--- src/hw/rtl/rdla_pkg.sv ---
// Package for the RMS decibel level alarm: shared types, register codes,
// arithmetic constants and the tenth-decade coefficient table.
// No dependencies; every other RTL file imports it.
`default_nettype none

package rdla_pkg;

  // Field and datapath widths.
  localparam int SAMPLE_W = 16;
  localparam int ENERGY_W = 47;
  localparam int COUNT_W  = 16;
  localparam int POWER_W  = 46;
  localparam int SCALE_W  = 50;
  localparam int LIMIT_W  = 76;
  localparam int PROD_W   = 84;
  localparam int MUL_A_W  = 25;
  localparam int MUL_B_W  = 33;
  localparam int STEP_W   = 8;
  localparam int ADDR_W   = 4;
  localparam int DATA_W   = 32;

  typedef logic signed [SAMPLE_W-1:0] sample_t;
  typedef logic signed [7:0]          level_t;

  // Register map, one 32-bit word per register.
  typedef enum logic [1:0] {
    REG_BLOCK_LENGTH    = 2'd0,
    REG_LEVEL_OFFSET    = 2'd1,
    REG_UPPER_THRESHOLD = 2'd2,
    REG_LOWER_THRESHOLD = 2'd3
  } reg_idx_t;

  localparam logic [15:0]        RST_BLOCK_LENGTH    = 16'd9600;
  localparam logic [6:0]         RST_LEVEL_OFFSET    = 7'd72;
  localparam logic signed [7:0]  RST_UPPER_THRESHOLD = 8'sd60;
  localparam logic signed [7:0]  RST_LOWER_THRESHOLD = 8'sd0;

  typedef struct packed {
    logic [15:0]       block_length;
    logic [6:0]        level_offset;
    logic signed [7:0] upper_threshold;
    logic signed [7:0] lower_threshold;
  } cfg_t;

  // Level limits, in the 9-bit signed form used before saturation.
  localparam logic signed [8:0] LEVEL_FLOOR = -9'sd64;
  localparam logic signed [8:0] LEVEL_CEIL  = 9'sd80;

  // Full scale squared, and full scale squared times 10^9 split in halves.
  localparam logic [29:0] FULL_SCALE_SQ = 30'd1073676289;
  localparam logic [59:0] FULL_SCALE_DEC = 60'd1073676289000000000;
  localparam logic [29:0] FS_DEC_LO = FULL_SCALE_DEC[29:0];
  localparam logic [29:0] FS_DEC_HI = FULL_SCALE_DEC[59:30];

  // Tenth-decade digit at which the decade multiplier steps up.
  localparam logic [3:0] LAST_DIGIT = 4'd9;

  // Operation selected for the shared multiplier.
  typedef enum logic [2:0] {
    MOP_NONE = 3'd0,
    MOP_P    = 3'd1,
    MOP_P9LO = 3'd2,
    MOP_P9HI = 3'd3,
    MOP_CLO  = 3'd4,
    MOP_CHI  = 3'd5
  } mul_op_t;

  typedef enum logic [2:0] {
    ST_ACCUM = 3'd0,
    ST_PMUL  = 3'd1,
    ST_P9LO  = 3'd2,
    ST_P9HI  = 3'd3,
    ST_CLO   = 3'd4,
    ST_CHI   = 3'd5,
    ST_CMP   = 3'd6,
    ST_DONE  = 3'd7
  } ctrl_state_t;

  // Commands from the controller to the datapath.
  typedef struct packed {
    logic    accept;
    logic    step;
    logic    load_out;
    mul_op_t op;
  } ctrl_cmd_t;

  // Status from the datapath to the controller.
  typedef struct packed {
    logic last;
    logic zero;
    logic over;
    logic fit;
    logic limit;
    logic out_busy;
  } dp_status_t;

  // 10^(r/10) scaled by 10^9, rounded to nearest.
  function automatic logic [MUL_B_W-1:0] tenth_pow(input logic [3:0] r);
    logic [MUL_B_W-1:0] c;
    case (r)
      4'd0:    c = 33'd1000000000;
      4'd1:    c = 33'd1258925412;
      4'd2:    c = 33'd1584893192;
      4'd3:    c = 33'd1995262315;
      4'd4:    c = 33'd2511886432;
      4'd5:    c = 33'd3162277660;
      4'd6:    c = 33'd3981071706;
      4'd7:    c = 33'd5011872336;
      4'd8:    c = 33'd6309573445;
      4'd9:    c = 33'd7943282347;
      default: c = 33'd1000000000;
    endcase
    return c;
  endfunction

endpackage

`default_nettype wire

--- src/hw/rtl/rdla_sample_if.sv ---
// Stream interface that carries one audio sample per transfer.
// Depends on rdla_pkg for the sample type.
`default_nettype none

interface rdla_sample_if import rdla_pkg::*; ();
  logic    valid;
  logic    ready;
  sample_t sample;

  modport source (output valid, output sample, input ready);
  modport sink (input valid, input sample, output ready);
endinterface

`default_nettype wire

--- src/hw/rtl/rdla_level_if.sv ---
// Stream interface that carries one block level result per transfer.
// Depends on rdla_pkg for the level type.
`default_nettype none

interface rdla_level_if import rdla_pkg::*; ();
  logic   valid;
  logic   ready;
  level_t level_db;
  logic   alarm;
  logic   silent;

  modport source (output valid, output level_db, output alarm, output silent, input ready);
  modport sink (input valid, input level_db, input alarm, input silent, output ready);
endinterface

`default_nettype wire

--- src/hw/rtl/rdla_regs.sv ---
// APB-style configuration registers of the level meter.
// Depends on rdla_pkg for the register map and reset values.
`default_nettype none

module rdla_regs import rdla_pkg::*; (
  input  logic              clk,
  input  logic              rst,
  input  logic              psel,
  input  logic              penable,
  input  logic              pwrite,
  input  logic [ADDR_W-1:0] paddr,
  input  logic [DATA_W-1:0] pwdata,
  output logic [DATA_W-1:0] prdata,
  output logic              pready,
  output cfg_t              cfg
);

  reg_idx_t idx;
  logic     wr_en;

  assign pready = 1'b1;
  assign idx    = reg_idx_t'(paddr[ADDR_W-1:2]);
  assign wr_en  = psel && penable && pwrite && pready;

  // Register writes in the access phase.
  always_ff @(posedge clk) begin
    if (rst) begin
      cfg.block_length    <= RST_BLOCK_LENGTH;
      cfg.level_offset    <= RST_LEVEL_OFFSET;
      cfg.upper_threshold <= RST_UPPER_THRESHOLD;
      cfg.lower_threshold <= RST_LOWER_THRESHOLD;
    end else if (wr_en) begin
      unique case (idx)
        REG_BLOCK_LENGTH:    cfg.block_length    <= pwdata[15:0];
        REG_LEVEL_OFFSET:    cfg.level_offset    <= pwdata[6:0];
        REG_UPPER_THRESHOLD: cfg.upper_threshold <= pwdata[7:0];
        REG_LOWER_THRESHOLD: cfg.lower_threshold <= pwdata[7:0];
      endcase
    end
  end

  // Read-back multiplexer.
  always_comb begin
    unique case (idx)
      REG_BLOCK_LENGTH:    prdata = {16'b0, cfg.block_length};
      REG_LEVEL_OFFSET:    prdata = {25'b0, cfg.level_offset};
      REG_UPPER_THRESHOLD: prdata = {24'b0, cfg.upper_threshold};
      REG_LOWER_THRESHOLD: prdata = {24'b0, cfg.lower_threshold};
    endcase
  end

endmodule

`default_nettype wire

--- src/hw/rtl/rdla_ctrl.sv ---
// Controller of the level meter: sequences accumulation, the power
// products and the dB search. Depends on rdla_pkg for commands and status.
`default_nettype none

module rdla_ctrl import rdla_pkg::*; (
  input  logic       clk,
  input  logic       rst,
  input  logic       in_valid,
  output logic       in_ready,
  input  dp_status_t status,
  output ctrl_cmd_t  cmd
);

  ctrl_state_t state, state_next;

  // State register.
  always_ff @(posedge clk) begin
    if (rst) begin
      state <= ST_ACCUM;
    end else begin
      state <= state_next;
    end
  end

  // Next state and commands.
  always_comb begin
    state_next   = state;
    in_ready     = 1'b0;
    cmd.accept   = 1'b0;
    cmd.step     = 1'b0;
    cmd.load_out = 1'b0;
    cmd.op       = MOP_NONE;
    unique case (state)
      ST_ACCUM: begin
        in_ready   = 1'b1;
        cmd.accept = in_valid;
        if (in_valid && status.last) begin
          state_next = ST_PMUL;
        end
      end
      ST_PMUL: begin
        cmd.op     = MOP_P;
        state_next = ST_P9LO;
      end
      ST_P9LO: begin
        cmd.op     = MOP_P9LO;
        state_next = ST_P9HI;
      end
      ST_P9HI: begin
        cmd.op = MOP_P9HI;
        // Silent and over-full-scale blocks need no search.
        if (status.zero || status.over) begin
          state_next = ST_DONE;
        end else begin
          state_next = ST_CLO;
        end
      end
      ST_CLO: begin
        cmd.op     = MOP_CLO;
        state_next = ST_CHI;
      end
      ST_CHI: begin
        cmd.op     = MOP_CHI;
        state_next = ST_CMP;
      end
      ST_CMP: begin
        cmd.step = 1'b1;
        if (!status.fit || status.limit) begin
          state_next = ST_DONE;
        end else begin
          state_next = ST_CLO;
        end
      end
      ST_DONE: begin
        if (!status.out_busy) begin
          cmd.load_out = 1'b1;
          state_next   = ST_ACCUM;
        end
      end
    endcase
  end

endmodule

`default_nettype wire

--- src/hw/rtl/rdla_dp.sv ---
// Datapath of the level meter: energy accumulator, shared multiplier,
// dB search registers and the result register. Depends on rdla_pkg.
`default_nettype none

module rdla_dp import rdla_pkg::*; (
  input  logic       clk,
  input  logic       rst,
  input  ctrl_cmd_t  cmd,
  input  cfg_t       cfg,
  input  sample_t    sample,
  input  logic       out_ready,
  output dp_status_t status,
  output logic       out_valid,
  output level_t     level_db,
  output logic       alarm,
  output logic       silent
);

  logic [ENERGY_W-1:0] energy;
  logic [COUNT_W-1:0]  seen;
  logic [ENERGY_W-1:0] sreg;
  logic [COUNT_W-1:0]  nreg;
  logic [POWER_W-1:0]  preg;
  logic [LIMIT_W-1:0]  p9;
  logic [PROD_W-1:0]   acc;
  logic [SCALE_W-1:0]  sq;
  logic [STEP_W-1:0]   m;
  logic [3:0]          r;

  logic [COUNT_W-1:0]  len;
  logic [COUNT_W:0]    count;
  logic signed [31:0]  sample_sq;
  logic [ENERGY_W-1:0] energy_next;
  logic [MUL_A_W-1:0]  mul_a;
  logic [MUL_B_W-1:0]  mul_b;
  logic [MUL_A_W+MUL_B_W-1:0] prod;
  logic [STEP_W-1:0]   m_inc;
  logic [STEP_W-1:0]   m_stop;
  logic signed [8:0]   d_raw;
  logic signed [8:0]   d_sat;
  level_t              level_next;

  // Block length zero behaves as one.
  assign len   = (cfg.block_length == '0) ? COUNT_W'(1) : cfg.block_length;
  assign count = {1'b0, seen} + (COUNT_W+1)'(1);

  // Square of the incoming sample added to the running energy.
  assign sample_sq   = sample * sample;
  assign energy_next = energy + {{(ENERGY_W-31){1'b0}}, sample_sq[30:0]};

  // Operand selection for the shared multiplier.
  always_comb begin
    mul_a = '0;
    mul_b = '0;
    unique case (cmd.op)
      MOP_NONE: begin
        mul_a = '0;
        mul_b = '0;
      end
      MOP_P: begin
        mul_a = {{(MUL_A_W-COUNT_W){1'b0}}, nreg};
        mul_b = {3'b0, FULL_SCALE_SQ};
      end
      MOP_P9LO: begin
        mul_a = {{(MUL_A_W-COUNT_W){1'b0}}, nreg};
        mul_b = {3'b0, FS_DEC_LO};
      end
      MOP_P9HI: begin
        mul_a = {{(MUL_A_W-COUNT_W){1'b0}}, nreg};
        mul_b = {3'b0, FS_DEC_HI};
      end
      MOP_CLO: begin
        mul_a = sq[MUL_A_W-1:0];
        mul_b = tenth_pow(r);
      end
      MOP_CHI: begin
        mul_a = sq[SCALE_W-1:MUL_A_W];
        mul_b = tenth_pow(r);
      end
      default: begin
        mul_a = '0;
        mul_b = '0;
      end
    endcase
  end

  assign prod = mul_a * mul_b;

  // Search bounds: stop once the level would reach the floor.
  assign m_inc  = m + STEP_W'(1);
  assign m_stop = {1'b0, cfg.level_offset} + STEP_W'(64);

  assign status.last     = (count >= {1'b0, len});
  assign status.zero     = (sreg == '0);
  assign status.over     = ({1'b0, sreg} > {2'b0, preg});
  assign status.fit      = (acc <= {{(PROD_W-LIMIT_W){1'b0}}, p9});
  assign status.limit    = (m_inc >= m_stop);
  assign status.out_busy = out_valid && !out_ready;

  // Level from the search result, then saturation and threshold compare.
  always_comb begin
    if (status.zero) begin
      d_raw = LEVEL_FLOOR;
    end else if (status.over) begin
      d_raw = $signed({2'b0, cfg.level_offset}) + 9'sd1;
    end else begin
      d_raw = $signed({2'b0, cfg.level_offset} - {1'b0, m});
    end
    if (d_raw > LEVEL_CEIL) begin
      d_sat = LEVEL_CEIL;
    end else if (d_raw < LEVEL_FLOOR) begin
      d_sat = LEVEL_FLOOR;
    end else begin
      d_sat = d_raw;
    end
  end

  assign level_next = d_sat[7:0];

  // Accumulator and sample counter.
  always_ff @(posedge clk) begin
    if (rst) begin
      energy <= '0;
      seen   <= '0;
    end else if (cmd.accept) begin
      if (status.last) begin
        energy <= '0;
        seen   <= '0;
      end else begin
        energy <= energy_next;
        seen   <= count[COUNT_W-1:0];
      end
    end
  end

  // Block capture, power products and the search registers.
  always_ff @(posedge clk) begin
    if (cmd.accept && status.last) begin
      sreg <= energy_next;
      nreg <= count[COUNT_W-1:0];
      sq   <= {{(SCALE_W-ENERGY_W){1'b0}}, energy_next};
      m    <= '0;
      r    <= 4'd1;
    end else if (cmd.step && status.fit) begin
      m <= m_inc;
      if (r == LAST_DIGIT) begin
        r  <= '0;
        sq <= (sq << 3) + (sq << 1);
      end else begin
        r <= r + 4'd1;
      end
    end
    case (cmd.op)
      MOP_P:    preg <= prod[POWER_W-1:0];
      MOP_P9LO: acc  <= {{(PROD_W-MUL_A_W-MUL_B_W){1'b0}}, prod};
      MOP_P9HI: p9   <= acc[LIMIT_W-1:0] + {prod[POWER_W-1:0], 30'b0};
      MOP_CLO:  acc  <= {{(PROD_W-MUL_A_W-MUL_B_W){1'b0}}, prod};
      MOP_CHI:  acc  <= acc + {1'b0, prod, {MUL_A_W{1'b0}}};
      default:  acc  <= acc;
    endcase
  end

  // Output register; a new result loads once the previous one is taken.
  always_ff @(posedge clk) begin
    if (rst) begin
      out_valid <= 1'b0;
    end else if (cmd.load_out) begin
      out_valid <= 1'b1;
    end else if (out_ready) begin
      out_valid <= 1'b0;
    end
  end

  always_ff @(posedge clk) begin
    if (cmd.load_out) begin
      level_db <= level_next;
      silent   <= status.zero;
      alarm    <= ($signed(level_next) >= cfg.upper_threshold) ||
                  ($signed(level_next) <= cfg.lower_threshold);
    end
  end

endmodule

`default_nettype wire

--- src/hw/rtl/rms_decibel_level_alarm.sv ---
// Block RMS sound level meter with a high and low level alarm: the top level.
// Depends on rdla_pkg, the two stream interfaces, rdla_regs, rdla_ctrl and rdla_dp.
//
// Samples are taken one per clock cycle while a block fills; the squares are
// summed in a 47-bit accumulator. The sample that completes a block starts the
// level computation, during which no sample is accepted: the states ST_PMUL,
// ST_P9LO and ST_P9HI form the block power and its 10^9-scaled copy on a shared
// multiplier, then each dB step below the offset takes two partial products
// and a compare, for at most level_offset+64 steps, and the ST_DONE state loads
// the result register. Silent blocks and blocks above full scale skip the
// search. The load also waits for as long as the previous result is still
// stalled in the output register. A result waits in the output register
// while the next block accumulates.
`default_nettype none

module rms_decibel_level_alarm import rdla_pkg::*; (
  input  logic              clk,
  input  logic              rst,
  input  logic              psel,
  input  logic              penable,
  input  logic              pwrite,
  input  logic [ADDR_W-1:0] paddr,
  input  logic [DATA_W-1:0] pwdata,
  output logic [DATA_W-1:0] prdata,
  output logic              pready,
  rdla_sample_if.sink       audio,
  rdla_level_if.source      level
);

  cfg_t       cfg;
  ctrl_cmd_t  cmd;
  dp_status_t status;

  // Configuration registers.
  rdla_regs u_regs (
    .clk     (clk),
    .rst     (rst),
    .psel    (psel),
    .penable (penable),
    .pwrite  (pwrite),
    .paddr   (paddr),
    .pwdata  (pwdata),
    .prdata  (prdata),
    .pready  (pready),
    .cfg     (cfg)
  );

  // Sequencer.
  rdla_ctrl u_ctrl (
    .clk      (clk),
    .rst      (rst),
    .in_valid (audio.valid),
    .in_ready (audio.ready),
    .status   (status),
    .cmd      (cmd)
  );

  // Arithmetic and result register.
  rdla_dp u_dp (
    .clk       (clk),
    .rst       (rst),
    .cmd       (cmd),
    .cfg       (cfg),
    .sample    (audio.sample),
    .out_ready (level.ready),
    .status    (status),
    .out_valid (level.valid),
    .level_db  (level.level_db),
    .alarm     (level.alarm),
    .silent    (level.silent)
  );

endmodule

`default_nettype wire

--- src/flat_wrapper.sv ---
// flat-port wrapper written by rule: the top's interface ports become plain ports
module rms_decibel_level_alarm_flat import rdla_pkg::*;
  (clk, rst, psel, penable, pwrite, paddr, pwdata, prdata, pready, audio_valid, audio_sample, audio_ready, level_valid, level_level_db, level_alarm, level_silent, level_ready);
  rdla_sample_if audio_i ();
  rdla_level_if level_i ();
  input  logic clk;
  input  logic rst;
  input  logic psel;
  input  logic penable;
  input  logic pwrite;
  input  logic [ADDR_W-1:0] paddr;
  input  logic [DATA_W-1:0] pwdata;
  output logic [DATA_W-1:0] prdata;
  output logic pready;
  input wire logic [$bits(audio_i.valid)-1:0] audio_valid;
  input wire logic [$bits(audio_i.sample)-1:0] audio_sample;
  output wire logic [$bits(audio_i.ready)-1:0] audio_ready;
  output wire logic [$bits(level_i.valid)-1:0] level_valid;
  output wire logic [$bits(level_i.level_db)-1:0] level_level_db;
  output wire logic [$bits(level_i.alarm)-1:0] level_alarm;
  output wire logic [$bits(level_i.silent)-1:0] level_silent;
  input wire logic [$bits(level_i.ready)-1:0] level_ready;
  assign audio_i.valid = audio_valid;
  assign audio_i.sample = audio_sample;
  assign audio_ready = audio_i.ready;
  assign level_valid = level_i.valid;
  assign level_level_db = level_i.level_db;
  assign level_alarm = level_i.alarm;
  assign level_silent = level_i.silent;
  assign level_i.ready = level_ready;
  rms_decibel_level_alarm u_core (.clk(clk), .rst(rst), .psel(psel), .penable(penable), .pwrite(pwrite), .paddr(paddr), .pwdata(pwdata), .prdata(prdata), .pready(pready), .audio(audio_i), .level(level_i));
endmodule
--- config.mk ---
export PLATFORM = sky130hd
export DESIGN_NAME = rms_decibel_level_alarm_flat
export DESIGN_NICKNAME = d
export VERILOG_FILES = /design/src/hw/rtl/rdla_pkg.sv /design/src/hw/rtl/rdla_sample_if.sv /design/src/hw/rtl/rdla_level_if.sv /design/src/hw/rtl/rdla_regs.sv /design/src/hw/rtl/rdla_ctrl.sv /design/src/hw/rtl/rdla_dp.sv /design/src/hw/rtl/rms_decibel_level_alarm.sv /design/src/flat_wrapper.sv
export SDC_FILE = /design/constraint.sdc
export NUM_CORES = 2
export LEC_CHECK = 0
export BUFFER_PORTS_ARGS = -buffer_cell sky130_fd_sc_hd__buf_2
export CORE_ASPECT_RATIO = 0.9
export CORE_MARGIN = 2
export CORE_UTILIZATION = 55
export CTS_CLUSTER_SIZE = 14
export DETAILED_ROUTE_END_ITERATION = 10
export GPL_TIMING_DRIVEN = 0
export PLACE_DENSITY = 0.74
export SYNTH_ARGS = -nofsm -noshare
export SYNTH_HDL_FRONTEND = slang
export SYNTH_SLANG_ARGS = --single-unit
--- constraint.sdc ---
create_clock -name clk -period 20.7 [get_ports clk]
set_input_delay 0 -clock clk [delete_from_list [all_inputs] [get_ports clk]]
set_output_delay 0 -clock clk [all_outputs]
set_load 0.01 [all_outputs]
==> impl_results.md <==
- Synth top cells by count: 1282 x sky130_fd_sc_hd__inv_1, 947 x sky130_fd_sc_hd__fa_1, 742 x sky130_fd_sc_hd__nor2_1
- Violations in the final reports: capacitance limit, slew limit
- Hold-critical path depth: 5
- Final setup violating endpoints: 0
- Syn Std Cell Area: 66500 µm²
- Total half-perimeter wirelength after legalization and detailed placement: 185000 µm
- Worst hold path endpoint: u_core.u_regs.cfg[10]
- Max-Slew Margin vs Limit: -0.126
- Xor/xnor share of the synthesized area: 0.0404
- Inserted Clock Buffers: 53
- Total count of hold-check failures in the final report: 0
- DR vias/cell: 5.96
- Area of the die: 124000 µm²
- TritonCTS clock tree: done
- Main area contributors after synthesis: sky130_fd_sc_hd__fa_1 28%, sky130_fd_sc_hd__edfxtp_1 15%, sky130_fd_sc_hd__ha_1 12%
- Class of the tightest hold or removal check: primary input to flip-flop
- Crit-path slowest cell: sky130_fd_sc_hd__xor2_1
- RSZ-0062 raised after global routing: false
- Post-synthesis mux area share: 0.0106
- Number of global-route vias before repair: 55700
- Layout area overhead: 7.30%
- Reg2Reg Setup Slack: 6.66 ns
- Starting density of the core: 0.552
- Net count of the finished layout: 9208
- Share of synthesized registers carrying an async set or reset: 0
- Count of pins on the block boundary: 104
- Critical Setup Path Class: flip-flop to flip-flop
- Slew Limit Fails: 55
- P per Cell Area: 134 nW/µm²
- Initial detailed-routing violation count: 5844
- Area leader, netlist: sky130_fd_sc_hd__fa_1
- Post-detailed-routing wire length: 227000 µm
- Count of flip-flops with a built-in enable after synthesis: 326
- Setup TNS: 0 ns
- Combinational family with the most area after synthesis: adder cells
- Total global routing overflow: 0
- Drt drc: 0
- Width of the die: 371 µm
- Post-synthesis share of cell area spent on full adders, half adders and majority gates: 0.405
- Arr. time, crit path: 14.41 ns
- Max Clk Rate: 71.2 MHz
- Share of post-route cells with drive strength above 1: 0.0376
- Initial antenna violation count: 12
- Worst r2r path cells: 40
- Final hold slack: 0.0715 ns
- Largest net degree at the start of global routing: 67
- Vias: 54900
- Mean area per synthesized cell: 9.01 µm²
- Synthesized flop and latch total: 479
- Share of the clock period used by the worst path after layout: 0.678
- Most used cell along the critical path: sky130_fd_sc_hd__fa_1
- Number of optimization iterations in the first detailed-route pass: 5
- Num Clock Sinks: 479
- Sort of element at the start of the critical path: flip-flop
- Sequential element share of the synthesized area: 0.193
- YS warnings: 0
- Final Wtd Congestion: 1.14
- Placeable core region: 121000 µm²
- Worst slew pin tran: 1.68 ns
- Cell with the most instances after synthesis: sky130_fd_sc_hd__inv_1
- Max-cap viol count: 6
- Outcome: finished with violations
- Distinct cell type count of the synthesized netlist: 85
- H-tree levels: 2
- Worst-path fanout max: 10
- Number of setup buffers added after CTS: 0
- Largest incremental delay on the critical path: 0.81 ns
- Average detailed-routed wire length per instance: 24.6 µm
- Row count: 121
- Largest voltage drop on the vdd net: 0.982 mV
- Number of buffers between clock root and the deepest sink: 3
- Compound-cell area share of the yosys netlist: 0.119
- DIE HEIGHT: 334 µm
- Area fraction in and, or, nand and nor cells after synthesis: 0.141
- Synthesized instance count: 7383
- Area share of the largest cell type after synthesis: 0.285
- Crit path time final: 14.04 ns
- Static leakage: 34.3 nW
- Worst clock skew: 0.0509 ns
- Count of antenna-violating nets left after detailed routing: 0
- Reg2reg end: u_core.u_dp.acc[82]
- CTS clock-pin slew for the worst setup and hold paths: 0.07 ns
- Worst r2r src: u_core.u_ctrl.state[1]
- Global Route Usage Sum: 0.371
- Count of buffers from port buffering: 65
- Endpoint type of the worst setup path: flip-flop
- Min-delay src: paddr[3]
- Total Power Consumption: 9.60 mW
- Top_reg_cell synth: sky130_fd_sc_hd__edfxtp_1
- Wire length of the first global-routing pass: 342000 µm
- Required arrival time at the worst endpoint: 21.06 ns
- Clock latency of the later-clocked register in the worst-skew pair: 0.67 ns
- Clock Tree Root: sky130_fd_sc_hd__clkbuf_16
layer usage:
layer | track usage | wire length (µm) | vias to the layer above
li1 | - | - | 24200
met1 | 0.495 | 88600 | 27000
met2 | 0.543 | 95100 | 3053
met3 | 0.118 | 28900 | 615
met4 | 0.184 | 14000 | 8
met5 | 0 | 55 | -
per-stage QoR:
step / worst slack [ns] / instances / instance area, µm² / util
detailed placement: 7.42 / 9081 / 69200 / 0.575
global placement: 1.09 / 9062 / 68900 / 0.572
finish: 6.66 / 9216 / 71400 / 0.592
global route: 6.44 / 9209 / 71400 / 0.592
CTS: 7.34 / 9208 / 71400 / 0.592
floorplan: 7.30 / 7398 / 66600 / -
worst max path at each step:
stage / start / to / slack, ns / cells past startpoint
global route: u_core.u_ctrl.state[1] / u_core.u_dp.acc[82] / 6.44 / 39
CTS: u_core.u_ctrl.state[1] / u_core.u_dp.acc[82] / 7.34 / 40
detailed placement: u_core.u_ctrl.state[1] / u_core.u_dp.acc[82] / 7.42 / 40
floorplan: u_core.u_ctrl.state[0] / u_core.u_dp.p9[68] / 7.30 / 39
finish: u_core.u_ctrl.state[1] / u_core.u_dp.acc[82] / 6.66 / 40
global placement: u_core.u_ctrl.state[0] / u_core.u_dp.acc[82] / 1.09 / 40
power by group:
group          leakage [nW]  internal (mW)  switching [mW]
clock                 0.892          0.582           0.443
sequential             4.27           1.29          0.0309
combinational          29.1           2.56            4.69
total                  34.3           4.43            5.16
kinds of logic after synthesis:
logic type               after synthesis
AO/OA/AOI/OAI                       1257
XOR/XNOR                             307
adder cells (fa/ha/maj)             1584
buffers and inverters               1592
flip-flops                           479
multiplexers                          58
other                                  2
AND/OR/NAND/NOR                     2104
layout by cell type, fill, tap and decap left out, drive strengths merged, types with 18 or more instances in the layout:
| cell type | synthesis | final |
|---|---|---|
| o21bai | 50 | 50 |
| fa | 947 | 947 |
| o211ai | 27 | 27 |
| and2 | 109 | 109 |
| nor3 | 61 | 61 |
| edfxtp | 326 | 326 |
| xnor2 | 209 | 209 |
| nor2 | 742 | 742 |
| mux2 | 26 | 26 |
| o21ai | 226 | 226 |
| and3 | 51 | 51 |
| a21o | 245 | 245 |
| nor2b | 62 | 62 |
| nand4 | 54 | 54 |
| mux2i | 25 | 25 |
| a31oi | 27 | 27 |
| dfxtp | 153 | 153 |
| nand3 | 121 | 121 |
| a211oi | 21 | 21 |
| or3 | 18 | 18 |
| clkbuf | 267 | 324 |
| o21a | 50 | 50 |
| buf | 39 | 123 |
| xor2 | 98 | 98 |
| clkinv | 0 | 24 |
| ha | 637 | 637 |
| inv | 1286 | 1290 |
| nor4 | 26 | 26 |
| nand2b | 67 | 67 |
| a22oi | 25 | 25 |
| a21oi | 441 | 441 |
| dlygate4sd3 | 0 | 28 |
| nand2 | 732 | 732 |
cell type report:
| type | instances | area, µm² |
|---|---|---|
| tap | 1599 | 2000 |
| fill | 10600 | 49100 |
| sequential | 479 | 12900 |
| clock inverter | 42 | 478 |
| clock buffer | 57 | 1360 |
| multi-input combinational | 5327 | 47700 |
| inverter | 1286 | 4830 |
| buffer | 306 | 1240 |
| timing repair buffer | 112 | 872 |
| antenna | 8 | 20.0 |
sequential cells by signal, summed over array words and instances, names as in the netlist, 39 cells and up, named ones only:
register / count
u_core.u_dp.acc: 84
u_core.u_dp.energy: 47
u_core.u_dp.p9: 76
u_core.u_dp.preg: 46
u_core.u_dp.sq: 50
u_core.u_dp.sreg: 47
u_core.u_regs.cfg: 39
critical path: cells and delay by family, from the launching register on:
kind / cells / cell delay [ns]
buf+inv: 9 / 2.71
flops: 1 / 0.31
simple gates: 7 / 1.96
xor+xnor: 2 / 0.98
fa+ha+maj: 9 / 4.13
compound gates: 13 / 3.62
what timing repair did:
item                                    in CTS  in global routing
hold endpoints to repair                    46                  0
endpoints found under the setup margin       0                  0
resized for setup                            0                  0
hold buffers                                28                  0
No activity file was read; power rests on OpenSTA's default activity.
